**config.mk**
```make
export PLATFORM = sky130hd
export DESIGN_NAME = baro_compensate_average
export DESIGN_NICKNAME = d
export VERILOG_FILES = /design/src/sv/baro_pkg.sv /design/src/sv/baro_div.sv /design/src/sv/baro_dp.sv /design/src/sv/baro_ctrl.sv /design/src/sv/baro_compensate_average.sv
export SDC_FILE = /design/constraint.sdc
export NUM_CORES = 2
export LEC_CHECK = 0
export BUFFER_PORTS_ARGS = -buffer_cell sky130_fd_sc_hd__buf_4
export CAP_MARGIN = 20
export CORE_MARGIN = 2
export CORE_UTILIZATION = 45
export DETAILED_ROUTE_END_ITERATION = 10
export PLACE_DENSITY_LB_ADDON = 0.3
export SYNTH_ARGS = -nofsm -noshare
export SYNTH_HDL_FRONTEND = slang
export SYNTH_SLANG_ARGS = --single-unit
```
**constraint.sdc**
```tcl
create_clock -name clk -period 26.2 [get_ports clk]
set_input_delay 2.62 -clock clk [delete_from_list [all_inputs] [get_ports clk]]
set_output_delay 2.62 -clock clk [all_outputs]
set_load 0.03 [all_outputs]
```
**src/sv/baro_pkg.sv**
```systemverilog
// Shared types and constants for the barometer compensation and averaging block.
package baro_pkg;

  // Configuration register indexes.
  localparam logic [2:0] REG_SENS      = 3'd0;
  localparam logic [2:0] REG_OFFSET    = 3'd1;
  localparam logic [2:0] REG_SENS_TC   = 3'd2;
  localparam logic [2:0] REG_OFFSET_TC = 3'd3;
  localparam logic [2:0] REG_TREF      = 3'd4;
  localparam logic [2:0] REG_TEMPSENS  = 3'd5;
  localparam logic [2:0] REG_AVG_COUNT = 3'd6;

  // Datapath operation codes issued by the controller.
  localparam logic [3:0] OP_NOP       = 4'd0;
  localparam logic [3:0] OP_LOAD      = 4'd1;
  localparam logic [3:0] OP_DT        = 4'd2;
  localparam logic [3:0] OP_MUL_TEMP  = 4'd3;
  localparam logic [3:0] OP_MUL_OFF   = 4'd4;
  localparam logic [3:0] OP_MUL_SENS  = 4'd5;
  localparam logic [3:0] OP_SENS      = 4'd6;
  localparam logic [3:0] OP_MUL_PLO   = 4'd7;
  localparam logic [3:0] OP_MUL_PHI   = 4'd8;
  localparam logic [3:0] OP_PROD      = 4'd9;
  localparam logic [3:0] OP_PRESS     = 4'd10;
  localparam logic [3:0] OP_ACC       = 4'd11;
  localparam logic [3:0] OP_AVG       = 4'd12;
  localparam logic [3:0] OP_OUT       = 4'd13;

  // Arithmetic constants of the calibration.
  localparam int TEMP_BASE   = 2000;
  localparam int TREF_SHIFT  = 8;
  localparam int TEMP_SHIFT  = 23;
  localparam int OFF_SHIFT   = 17;
  localparam int OFFTC_SHIFT = 6;
  localparam int SENS_SHIFT  = 16;
  localparam int SENSTC_SHIFT = 7;
  localparam int PROD_SHIFT  = 21;
  localparam int PRESS_SHIFT = 15;
  localparam int SENS_LO_W   = 17;

  localparam logic signed [31:0] P_MAX = 32'sd8388607;
  localparam logic signed [31:0] P_MIN = -32'sd8388608;

  typedef struct packed {
    logic block_end;
    logic div_done;
    logic out_full;
  } status_t;

endpackage

```
**src/sv/baro_div.sv**
```systemverilog
// Bit-serial signed divider: 32-bit dividend by an 8-bit unsigned divisor, truncating.
module baro_div (
  input  logic               clk,
  input  logic               rst,
  input  logic               start,
  input  logic signed [31:0] dividend,
  input  logic [7:0]         divisor,
  output logic               done,
  output logic signed [31:0] quotient
);

  logic        busy;
  logic        fin;
  logic        neg;
  logic [4:0]  step;
  logic [31:0] mag;
  logic [7:0]  rem;
  logic [7:0]  dvs;
  logic [8:0]  rem_sh;
  logic        fits;

  assign rem_sh = {rem, mag[31]};
  assign fits   = rem_sh >= {1'b0, dvs};

  always_ff @(posedge clk) begin
    if (rst) begin
      busy <= 1'b0;
      fin  <= 1'b0;
      done <= 1'b0;
      step <= 5'd0;
    end else begin
      done <= 1'b0;
      if (start) begin
        busy <= 1'b1;
        step <= 5'd0;
      end else if (busy) begin
        step <= step + 5'd1;
        if (step == 5'd31) begin
          busy <= 1'b0;
          fin  <= 1'b1;
        end
      end else if (fin) begin
        fin  <= 1'b0;
        done <= 1'b1;
      end
    end
  end

  always_ff @(posedge clk) begin
    if (start) begin
      neg <= dividend[31];
      mag <= dividend[31] ? 32'(-dividend) : 32'(dividend);
      rem <= 8'd0;
      dvs <= divisor;
    end else if (busy) begin
      if (fits) begin
        rem <= 8'(rem_sh - {1'b0, dvs});
      end else begin
        rem <= rem_sh[7:0];
      end
      mag <= {mag[30:0], fits};
    end else if (fin) begin
      quotient <= neg ? -$signed(mag) : $signed(mag);
    end
  end

endmodule

```
**src/sv/baro_dp.sv**
```systemverilog
// Datapath: configuration registers, shared multiplier, compensation, block sum and output register.
module baro_dp (
  input  logic                clk,
  input  logic                rst,
  input  logic [3:0]          op,
  output baro_pkg::status_t   status,
  input  logic                cfg_write,
  input  logic [2:0]          cfg_index,
  input  logic [15:0]         cfg_data,
  input  logic [47:0]         in_data,
  output logic                out_valid,
  input  logic                out_ready,
  output logic [71:0]         out_data,
  output logic                out_flag
);

  // Configuration registers.
  logic [15:0] c1, c2, c3, c4, c5, c6;
  logic [7:0]  avg_count;
  logic [7:0]  cnt_eff;

  // Working registers.
  logic [23:0]        d1, d2;
  logic signed [24:0] dt;
  logic signed [24:0] ma, mb;
  logic signed [49:0] prod;
  logic signed [18:0] temp;
  logic signed [35:0] off;
  logic signed [34:0] sens;
  logic [40:0]        lo;
  logic signed [59:0] acc;
  logic signed [39:0] pdiff;
  logic signed [23:0] press;
  logic               avg_flag;

  // Averaging state.
  logic [7:0]         sample_counter;
  logic signed [31:0] pressure_sum;
  logic signed [23:0] held_average;
  logic signed [31:0] sum_next;
  logic [7:0]         cnt_next;
  logic               block_end;
  logic               div_start;
  logic               div_done;
  logic signed [31:0] quotient;

  always_ff @(posedge clk) begin
    if (rst) begin
      c1 <= 16'd0;
      c2 <= 16'd0;
      c3 <= 16'd0;
      c4 <= 16'd0;
      c5 <= 16'd0;
      c6 <= 16'd0;
      avg_count <= 8'd1;
    end else if (cfg_write) begin
      case (cfg_index)
        baro_pkg::REG_SENS:      c1 <= cfg_data;
        baro_pkg::REG_OFFSET:    c2 <= cfg_data;
        baro_pkg::REG_SENS_TC:   c3 <= cfg_data;
        baro_pkg::REG_OFFSET_TC: c4 <= cfg_data;
        baro_pkg::REG_TREF:      c5 <= cfg_data;
        baro_pkg::REG_TEMPSENS:  c6 <= cfg_data;
        baro_pkg::REG_AVG_COUNT: avg_count <= cfg_data[7:0];
        default: ;
      endcase
    end
  end

  // A block size of zero behaves as one.
  assign cnt_eff = (avg_count == 8'd0) ? 8'd1 : avg_count;

  // Operand selection for the shared 25x25 signed multiplier.
  always_comb begin
    ma = '0;
    mb = '0;
    case (op)
      baro_pkg::OP_MUL_TEMP: begin
        ma = $signed({9'd0, c6});
        mb = dt;
      end
      baro_pkg::OP_MUL_OFF: begin
        ma = $signed({9'd0, c4});
        mb = dt;
      end
      baro_pkg::OP_MUL_SENS: begin
        ma = $signed({9'd0, c3});
        mb = dt;
      end
      baro_pkg::OP_MUL_PLO: begin
        ma = $signed({1'b0, d1});
        mb = $signed({8'd0, sens[baro_pkg::SENS_LO_W-1:0]});
      end
      baro_pkg::OP_MUL_PHI: begin
        ma = $signed({1'b0, d1});
        mb = $signed({{7{sens[34]}}, sens[34:baro_pkg::SENS_LO_W]});
      end
      default: ;
    endcase
  end

  assign pdiff    = 40'(acc >>> baro_pkg::PROD_SHIFT) - 40'(off);
  assign sum_next = pressure_sum + 32'(press);
  assign cnt_next = sample_counter + 8'd1;
  assign block_end = cnt_next >= cnt_eff;
  assign div_start = (op == baro_pkg::OP_ACC) && block_end;

  always_ff @(posedge clk) begin
    prod <= ma * mb;
    case (op)
      baro_pkg::OP_LOAD: begin
        d1 <= in_data[23:0];
        d2 <= in_data[47:24];
      end
      baro_pkg::OP_DT:
        dt <= $signed({1'b0, d2}) - $signed({1'b0, c5, 8'd0});
      baro_pkg::OP_MUL_OFF:
        temp <= 19'(baro_pkg::TEMP_BASE + (prod >>> baro_pkg::TEMP_SHIFT));
      baro_pkg::OP_MUL_SENS:
        off <= 36'($signed({1'b0, c2, 17'd0}) + (prod >>> baro_pkg::OFFTC_SHIFT));
      baro_pkg::OP_SENS:
        sens <= 35'($signed({1'b0, c1, 16'd0}) + (prod >>> baro_pkg::SENSTC_SHIFT));
      baro_pkg::OP_MUL_PHI:
        lo <= prod[40:0];
      baro_pkg::OP_PROD:
        acc <= (60'(prod) <<< baro_pkg::SENS_LO_W) + 60'({1'b0, lo});
      baro_pkg::OP_PRESS:
        press <= 24'(pdiff >>> baro_pkg::PRESS_SHIFT);
      baro_pkg::OP_ACC:
        avg_flag <= block_end;
      default: ;
    endcase
  end

  always_ff @(posedge clk) begin
    if (rst) begin
      sample_counter <= 8'd0;
      pressure_sum   <= 32'sd0;
      held_average   <= 24'sd0;
    end else if (op == baro_pkg::OP_ACC) begin
      if (block_end) begin
        sample_counter <= 8'd0;
        pressure_sum   <= 32'sd0;
      end else begin
        sample_counter <= cnt_next;
        pressure_sum   <= sum_next;
      end
    end else if (op == baro_pkg::OP_AVG) begin
      if (quotient > baro_pkg::P_MAX) begin
        held_average <= 24'(baro_pkg::P_MAX);
      end else if (quotient < baro_pkg::P_MIN) begin
        held_average <= 24'(baro_pkg::P_MIN);
      end else begin
        held_average <= 24'(quotient);
      end
    end
  end

  baro_div u_div (
    .clk      (clk),
    .rst      (rst),
    .start    (div_start),
    .dividend (sum_next),
    .divisor  (cnt_eff),
    .done     (div_done),
    .quotient (quotient)
  );

  // Output register: holds one result word until the sink takes it.
  always_ff @(posedge clk) begin
    if (rst) begin
      out_valid <= 1'b0;
    end else if (op == baro_pkg::OP_OUT) begin
      out_valid <= 1'b1;
    end else if (out_ready) begin
      out_valid <= 1'b0;
    end
  end

  always_ff @(posedge clk) begin
    if (op == baro_pkg::OP_OUT) begin
      out_data <= {5'd0, held_average, press, temp};
      out_flag <= avg_flag;
    end
  end

  assign status.block_end = block_end;
  assign status.div_done  = div_done;
  assign status.out_full  = out_valid;

endmodule

```
**src/sv/baro_ctrl.sv**
```systemverilog
// Controller: sequences one item through the datapath operations.
module baro_ctrl (
  input  logic              clk,
  input  logic              rst,
  input  logic              in_valid,
  output logic              in_ready,
  input  baro_pkg::status_t status,
  output logic [3:0]        op
);

  localparam logic [3:0] S_IDLE  = 4'd0;
  localparam logic [3:0] S_DT    = 4'd1;
  localparam logic [3:0] S_MTEMP = 4'd2;
  localparam logic [3:0] S_MOFF  = 4'd3;
  localparam logic [3:0] S_MSENS = 4'd4;
  localparam logic [3:0] S_SENS  = 4'd5;
  localparam logic [3:0] S_MPLO  = 4'd6;
  localparam logic [3:0] S_MPHI  = 4'd7;
  localparam logic [3:0] S_PROD  = 4'd8;
  localparam logic [3:0] S_PRESS = 4'd9;
  localparam logic [3:0] S_ACC   = 4'd10;
  localparam logic [3:0] S_DIVW  = 4'd11;
  localparam logic [3:0] S_OUT   = 4'd12;

  logic [3:0] state;
  logic [3:0] state_next;

  assign in_ready = (state == S_IDLE);

  always_comb begin
    state_next = state;
    op = baro_pkg::OP_NOP;
    case (state)
      S_IDLE: begin
        if (in_valid) begin
          op = baro_pkg::OP_LOAD;
          state_next = S_DT;
        end
      end
      S_DT: begin
        op = baro_pkg::OP_DT;
        state_next = S_MTEMP;
      end
      S_MTEMP: begin
        op = baro_pkg::OP_MUL_TEMP;
        state_next = S_MOFF;
      end
      S_MOFF: begin
        op = baro_pkg::OP_MUL_OFF;
        state_next = S_MSENS;
      end
      S_MSENS: begin
        op = baro_pkg::OP_MUL_SENS;
        state_next = S_SENS;
      end
      S_SENS: begin
        op = baro_pkg::OP_SENS;
        state_next = S_MPLO;
      end
      S_MPLO: begin
        op = baro_pkg::OP_MUL_PLO;
        state_next = S_MPHI;
      end
      S_MPHI: begin
        op = baro_pkg::OP_MUL_PHI;
        state_next = S_PROD;
      end
      S_PROD: begin
        op = baro_pkg::OP_PROD;
        state_next = S_PRESS;
      end
      S_PRESS: begin
        op = baro_pkg::OP_PRESS;
        state_next = S_ACC;
      end
      S_ACC: begin
        op = baro_pkg::OP_ACC;
        state_next = status.block_end ? S_DIVW : S_OUT;
      end
      S_DIVW: begin
        if (status.div_done) begin
          op = baro_pkg::OP_AVG;
          state_next = S_OUT;
        end
      end
      S_OUT: begin
        if (!status.out_full) begin
          op = baro_pkg::OP_OUT;
          state_next = S_IDLE;
        end
      end
      default: state_next = S_IDLE;
    endcase
  end

  always_ff @(posedge clk) begin
    if (rst) begin
      state <= S_IDLE;
    end else begin
      state <= state_next;
    end
  end

endmodule

```
**src/sv/baro_compensate_average.sv**
```systemverilog
// Top level of the barometer compensation and block averaging block.
//
// Each input word carries one raw pressure and one raw temperature conversion. The block
// applies the first-order calibration with the six coefficient registers, using exact signed
// arithmetic and arithmetic right shifts, and returns one output word per input word with the
// compensated temperature (0.01 degC), the compensated pressure (Pa), the latest block average
// of pressure and a flag in tuser that marks the word that completed a block. Items are
// handled one at a time: the work on each item includes a sequence of five products on one
// shared 25x25 multiplier (the 24x35 pressure product is split into two partial products).
// An item that completes a block also waits while the sum is divided by the block size in a
// bit-serial divider that resolves one quotient bit per cycle. The result sits in an output
// register, so the next word is accepted while the previous result still waits for the sink.
// The average is the truncated quotient, limited to the 24-bit range, and is held between
// blocks; a block size of zero counts as one.
// Configuration writes are always accepted and must only be issued while the block is idle.
module baro_compensate_average (
  input  logic        clk,
  input  logic        rst,
  input  logic        s_axis_tvalid,
  output logic        s_axis_tready,
  // raw_pressure [23:0], raw_temperature [47:24]
  input  logic [47:0] s_axis_tdata,
  output logic        m_axis_tvalid,
  input  logic        m_axis_tready,
  // temperature [18:0], pressure [42:19], average_pressure [66:43], zero fill [71:67]
  output logic [71:0] m_axis_tdata,
  // average_valid [0]
  output logic        m_axis_tuser,
  input  logic        cfg_valid,
  output logic        cfg_ready,
  input  logic [2:0]  cfg_index,
  input  logic [15:0] cfg_data
);

  baro_pkg::status_t status;
  logic [3:0]        op;

  // Register writes are always accepted: cfg_ready is tied high.
  assign cfg_ready = 1'b1;

  baro_ctrl u_ctrl (
    .clk      (clk),
    .rst      (rst),
    .in_valid (s_axis_tvalid),
    .in_ready (s_axis_tready),
    .status   (status),
    .op       (op)
  );

  baro_dp u_dp (
    .clk       (clk),
    .rst       (rst),
    .op        (op),
    .status    (status),
    .cfg_write (cfg_valid & cfg_ready),
    .cfg_index (cfg_index),
    .cfg_data  (cfg_data),
    .in_data   (s_axis_tdata),
    .out_valid (m_axis_tvalid),
    .out_ready (m_axis_tready),
    .out_data  (m_axis_tdata),
    .out_flag  (m_axis_tuser)
  );

endmodule

```
==> Word level (Yosys, flattened, before mapping) <==
Index checks and enable logic that the tools add are counted.
{ "totals": {"ff_bits": 662, "input_bits": 72, "out_inout_bits": 76, "word_cells": 140} }
{ "classes": {"addsub": 12, "mul": 1, "magnitude_cmp": 4, "n_eq_ne": 36, "muxes": 29, "bitwise": 3, "n_reduce_logical": 21} }
{ "op_table": {"columns": ["op", "n"], "rows": [
  ["32-bit 2-to-1 mux", 5],
  ["4-bit one-hot mux with 13 select lines", 2],
  ["24-bit one-hot mux with 4 select lines", 1],
  ["25-bit one-hot mux with 3 select lines", 1],
  ["32-bit negation", 2],
  ["60-bit by 41-bit adder with 60-bit output", 1],
  ["24-bit 2-to-1 mux", 2],
  ["4-bit equality test (second input constant)", 11],
  ["25-bit by 25-bit multiplier with 43-bit output", 1],
  ["39-bit by 36-bit subtractor with 39-bit output", 1],
  ["34-bit by 36-bit adder with 36-bit output", 1],
  ["33-bit by 35-bit adder with 35-bit output", 1],
  ["32-bit by 24-bit adder with 32-bit output", 1],
  ["4-bit by 3-bit equality test with 1-bit output (second input constant)", 8],
  ["32-bit by 24-bit > comparator with 1-bit output (second input constant)", 1],
  ["32-bit by 24-bit less-than comparator with 1-bit output (second input constant)", 1],
  ["24-bit by 24-bit subtractor with 25-bit output", 1],
  ["8-bit 2-to-1 mux", 3],
  ["4-bit 2-to-1 mux", 5],
  ["12-bit by 19-bit adder with 19-bit output (first input constant)", 1],
  ["2-bit AND reduction", 9],
  ["4-bit by 2-bit equality test with 1-bit output (second input constant)", 4],
  ["3-bit equality test (second input constant)", 3],
  ["9-bit by 8-bit greater-or-equal comparator with 1-bit output", 1],
  ["21 further kinds", 39]
]} }

==> Logic depth before layout (Yosys ltp) <==
{ "depth": {"ltp_word": 6, "depth_mapped": 35, "mapped_depth_nobuf": 31} }

==> Hierarchy <==
A second synthesis with hierarchy kept.
{ "hier_totals": {"hier_cells": 4963, "area_unflattened_um2": 47772.1} }
{ "by_module_without_submodules": {"columns": ["module", "instances", "cells_each", "area_each_um2", "seq_area_each_um2"], "rows": [
  ["baro_dp", 1, 4435, 42408.2, 13823.3],
  ["baro_div", 1, 475, 4968.5, 2512.4],
  ["baro_ctrl", 1, 51, 384.1, 80.1],
  ["baro_compensate_average", 1, 2, 11.3, 0.0]
]} }

==> Least setup slack after synthesis <==
OpenSTA, ideal clock, no wires.
{ "synth_timing": {"path_kind": "register to register", "start": "reg u_ctrl.state[1]", "end": "reg u_dp.prod[40]", "setup_time_ps": 136, "t_arrival_ps": 8827, "required_ps": 26064, "path_slack_ps": 17237, "stages_incl_launch_ff": 30, "n_path_buf": 3, "synth_period_minus_slack_ps": 8963, "cell_sequence": "dfxtp_1 -> clkbuf_1 -> nor3_1 -> clkbuf_1 -> nand2_1 -> nand4_1 -> clkbuf_1 -> nand2_1 -> fa_1 -> fa_1 -> inv_1 -> fa_1 -> fa_1 -> fa_1 -> fa_1 -> inv_1 -> fa_1 -> inv_1 -> ha_1 -> a21o_1 -> a21o_1 -> a21o_1 -> a21oi_1 -> o21ai_0 -> or4_1 -> a31oi_1 -> o31ai_1 -> a31oi_1 -> mux2i_1 -> o2111ai_1"} }
{ "synth_between": {"elab_chain_len": 6, "elab_cells_between_ends": 24, "classes_between": "mul: 1; eq/ne: 17; mux: 3; reduce/logical: 3"} }
{ "synth_lines": {"columns": ["item", "line_no", "text"], "rows": [
  ["start: declaration", "baro_ctrl.sv:25", "logic [3:0] state;"],
  ["start signal: assignment", "baro_ctrl.sv:100", "state <= state_next;"],
  ["4-bit equality test (tied with other cells)", "baro_ctrl.sv:33", "case (state)"],
  ["4-bit one-hot mux with 13 select lines (*)", "baro_ctrl.sv:33", null],
  ["4-bit by 2-bit equality test with 1-bit output (tied with other cells)", "baro_dp.sv:77", "case (op)"],
  ["3-bit OR reduction (no source line) / 2-bit OR reduction (equally long branches)", null, null],
  ["25-bit one-hot mux with 3 select lines / 24-bit one-hot mux with 4 select lines (equally long branches)", "baro_dp.sv:77", null],
  ["25-bit by 25-bit multiplier with 43-bit output (*)", "baro_dp.sv:109", "prod <= ma * mb;"],
  ["end signal: assignment", "baro_dp.sv:109", null],
  ["end: declaration", "baro_dp.sv:26", "logic signed [49:0] prod;"]
]} }
Every way passes the cells marked *; elsewhere a longest branch is shown, timed or not.
A chain may end at the register's enable or synchronous reset.

==> Worst setup path in the final report <==
{ "layout_timing": {"start": "reg u_ctrl.state[2]", "end": "reg u_dp.prod[40]"} }
Same word-level chain as after synthesis.

==> summary.md <==
| Metric | Value |
|---|---|
| Hold WC Path Type | flip-flop to flip-flop |
| CTS Sinks | roughly 620 |
| Internal Pwr Total | between 1500 and 2000 uW |
| Htree depth | 3 |
| DRT iter0 DRCs | 2812 |
| DR DRC count | 0 |
| Slew HR | 0.227 |
| Total GRT Usage | 0.241 |
| Most Frequent Cell on Critical Path | fa_1 |
| Core ar. | ~100000 um2 |
| Peak supply drop | 50.3 uV |
| Crit Path Category | flip-flop to flip-flop |
| Placed Cells | around 6300 |
| # port buffers | 141 |
| Number of synthesized flops with an enable pin | a little under 400 |
| Fmax | 106 MHz |
| Congestion Overflow GR | 0 |
| Area post-placement | around 50000 um2 |
| First-pass GRT wire length | roughly 200000 um |
| CTS tree | yes |
| Initial antenna violation count | 7 |
| Max Fanout on Critical Path | 43 |
| Fin crit period | around 9.5 ns |
| Synth warn | 0 |
| Fraction of layout cells with a size suffix above 1 | 0.0695 |
| LEAKAGE | 0.0228 uW |
| Crit path arrival time | roughly 10 ns |
| Critical Path RT | 26.71 ns |
| # Post-CTS Setup Buffers | 0 |
| Seq pwr share | 0.474 |
| Register bit total from synthesis | approximately 620 |
| PwrDens | 44.2 nW/um2 |
| Die boundary width | between 300 and 400 um |
| TritonRoute pass-1 iters | 8 |
| TNS Setup | 0 ns |
| Leading cell types in the layout, fill and taps excluded | nand2_1, inv_1, fa_1, nor2_1, edfxtp_1 |
| CTS resizes | 0 |
| Sequential element share of the synthesized area | 0.346 |
| I/O pin total | 148 |
| Final cell count without fillers | around 6500 |
| RSZ-0062 raised after global routing | no |
| DR WL/cell | ~20 um |
| Run status | completed |
| GP Congestion | slightly below 1 |
| Max stage delay on crit path | between 0.8 and 0.9 ns |
| CTS Root Cell | clkbuf_16 |
| Cells after Synth | about 4900 |
| Clock tree buffer depth | 3 |
| Final worst path period share | 0.361 |
| Max stage delay cell, worst path | nand2_1 |
| Hold_buf cts | 0 |
| Die Ht | ~330 um |
| Via density | 5.36 |
| Post-synthesis cell area | ~48000 um2 |
| Net Sw Frac | 0.258 |
| Clock slew at reported path FFs | ~0.07 ns |
| Final Max Tran Viols | 0 |
| Area delta synth->final | 10.5% |
| Final Cell Area | around 53000 um2 |
| Largest net degree at the start of global routing | 92 |
| Worst Clk Skew | ~0.065 ns |
| Ys async rst share | 0 |
| Crit end category | flip-flop |
| Yosys cell types | 82 |
| Post-DP HPWL | about 100000 um |
| Sw power | about 600 uW |
| Top FF cell, synth | edfxtp_1 |
| Via count | about 35000 |
| Vias in the first global route | ~35000 |
| Clock Latency Late Sink | about 0.65 ns |
| Final hold violation count | 0 |
| Combinational power share | 0.092 |
| Post-route ant nets | 0 |
| Commonest non-fill, non-tap cell in the layout | nand2_1 |
| Mapped Avg Cell Area | around 9.6 um2 |
| Slew @ Worst Pin | 1.16 ns |
| Cts bufs inserted | 70 |
| WL final | approximately 130000 um |
| Initial Util | 0.453 |
| CP startpoint kind | flip-flop |
| Clock power frac | 0.434 |
| Final setup viols | 0 |
| Nets@finish | around 5900 |
| FP Rows | 119 |
| DIE AREA | 108000 um2 |
| Max-Cap Viols | 0 |
==> layout make-up <==
class	count	area [um2]
tap	1391	1740
sequential	624	16400
fill	9653	52500
clock buffer	93	1910
clock inverter	37	452
antenna	5	12.5
timing repair buffer	202	1570
inverter	736	2760
multi-input combinational	3389	27700
==> power by group through the flow <==
stage                     Clock [uW]  Combinational, uW  Sequential, uW
after CTS                       1030                211            1100
after global routing            1070                233            1100
after global placement             0                207            1120
after floorplan                    0                137            1100
after detailed placement           0                210            1120
final                           1010                215            1100
==> cells in the mapped netlist (33+ instances only) <==
cell        n  area [um2]
nand2_1   775        2910
xnor2_1   172        1510
nand4_1    33         206
dfxtp_1   232        4640
o211ai_1   37         278
nor2_1    458        1720
o21ai_0   118         591
nand2b_1   35         219
nand3_1    54         270
clkbuf_1  181         679
a21oi_1   305        1530
fa_1      496        9930
inv_1     734        2760
a21o_1     56         420
nor3_1     67         335
xor2_1     72         631
edfxtp_1  392       11800
ha_1      329        4120
==> registers in the layout (all words and copies together), names as in the netlist, 32 cells and up <==
| name | cells |
|---|---|
| u_dp.sens | 35 |
| u_dp.off | 36 |
| u_dp.acc | 39 |
| u_dp.u_div.quotient | 32 |
| u_dp.pressure_sum | 32 |
| u_dp.prod | 43 |
| u_dp.u_div.mag | 32 |
| u_dp.out_data | 67 |
==> critical path, delay by kind of cell (launching register included) <==
kind	cells	cell delay, ns
adders and majority gates	8	3.86
and+or+nand+nor	5	2.00
AOI/OAI and AO/OA	10	1.83
buffers and inverters	6	0.69
DFF	1	0.64
muxes	1	0.24
==> logic make-up (layout without fill, tap and decap cells) <==
family,count (synthesis),in the layout,share of synthesized area
adders and majority gates,825,825,0.296
AOI/OAI and AO/OA,711,711,0.0927
and+or+nand+nor,1591,1591,0.144
muxes,11,11,0.00234
xor gates and xnor gates,245,245,0.0453
other,2,11,0.000158
buffers and inverters,936,1068,0.0745
DFF,624,624,0.346
==> metal layers <==
layer,wire length (um),vias to the layer above,GRT usage
li1,-,16200,-
met1,52300,17000,0.304
met2,61500,1202,0.403
met3,9530,310,0.0452
met4,6330,6,0.109
met5,39,-,0
==> stage by stage <==
step	util	hold slack, ns	power, uW	setup WS [ns]
global placement	0.477	0.400	1330	17.04
detailed placement	0.477	0.405	1330	16.91
floorplan	-	0.400	1240	17.24
global route	0.500	0.425	2400	16.31
finish	0.500	0.416	2320	16.75
CTS	0.500	0.419	2340	16.88
==> path summary, 6_finish.rpt <==
kind	cells after the start	start	end	slack, ns
min reg2reg	0	u_dp.held_average[4]$_SDFFE_PP0P_	u_dp.out_data[47]$_DFFE_PP_	0.42
max	30	u_ctrl.state[2]$_SDFFE_PP0P_	u_dp.prod[40]$_DFF_P_	16.75
min	0	u_dp.held_average[4]$_SDFFE_PP0P_	u_dp.out_data[47]$_DFFE_PP_	0.42
max reg2reg	30	u_ctrl.state[2]$_SDFFE_PP0P_	u_dp.prod[40]$_DFF_P_	16.75
(Power assumes the default switching activity.)
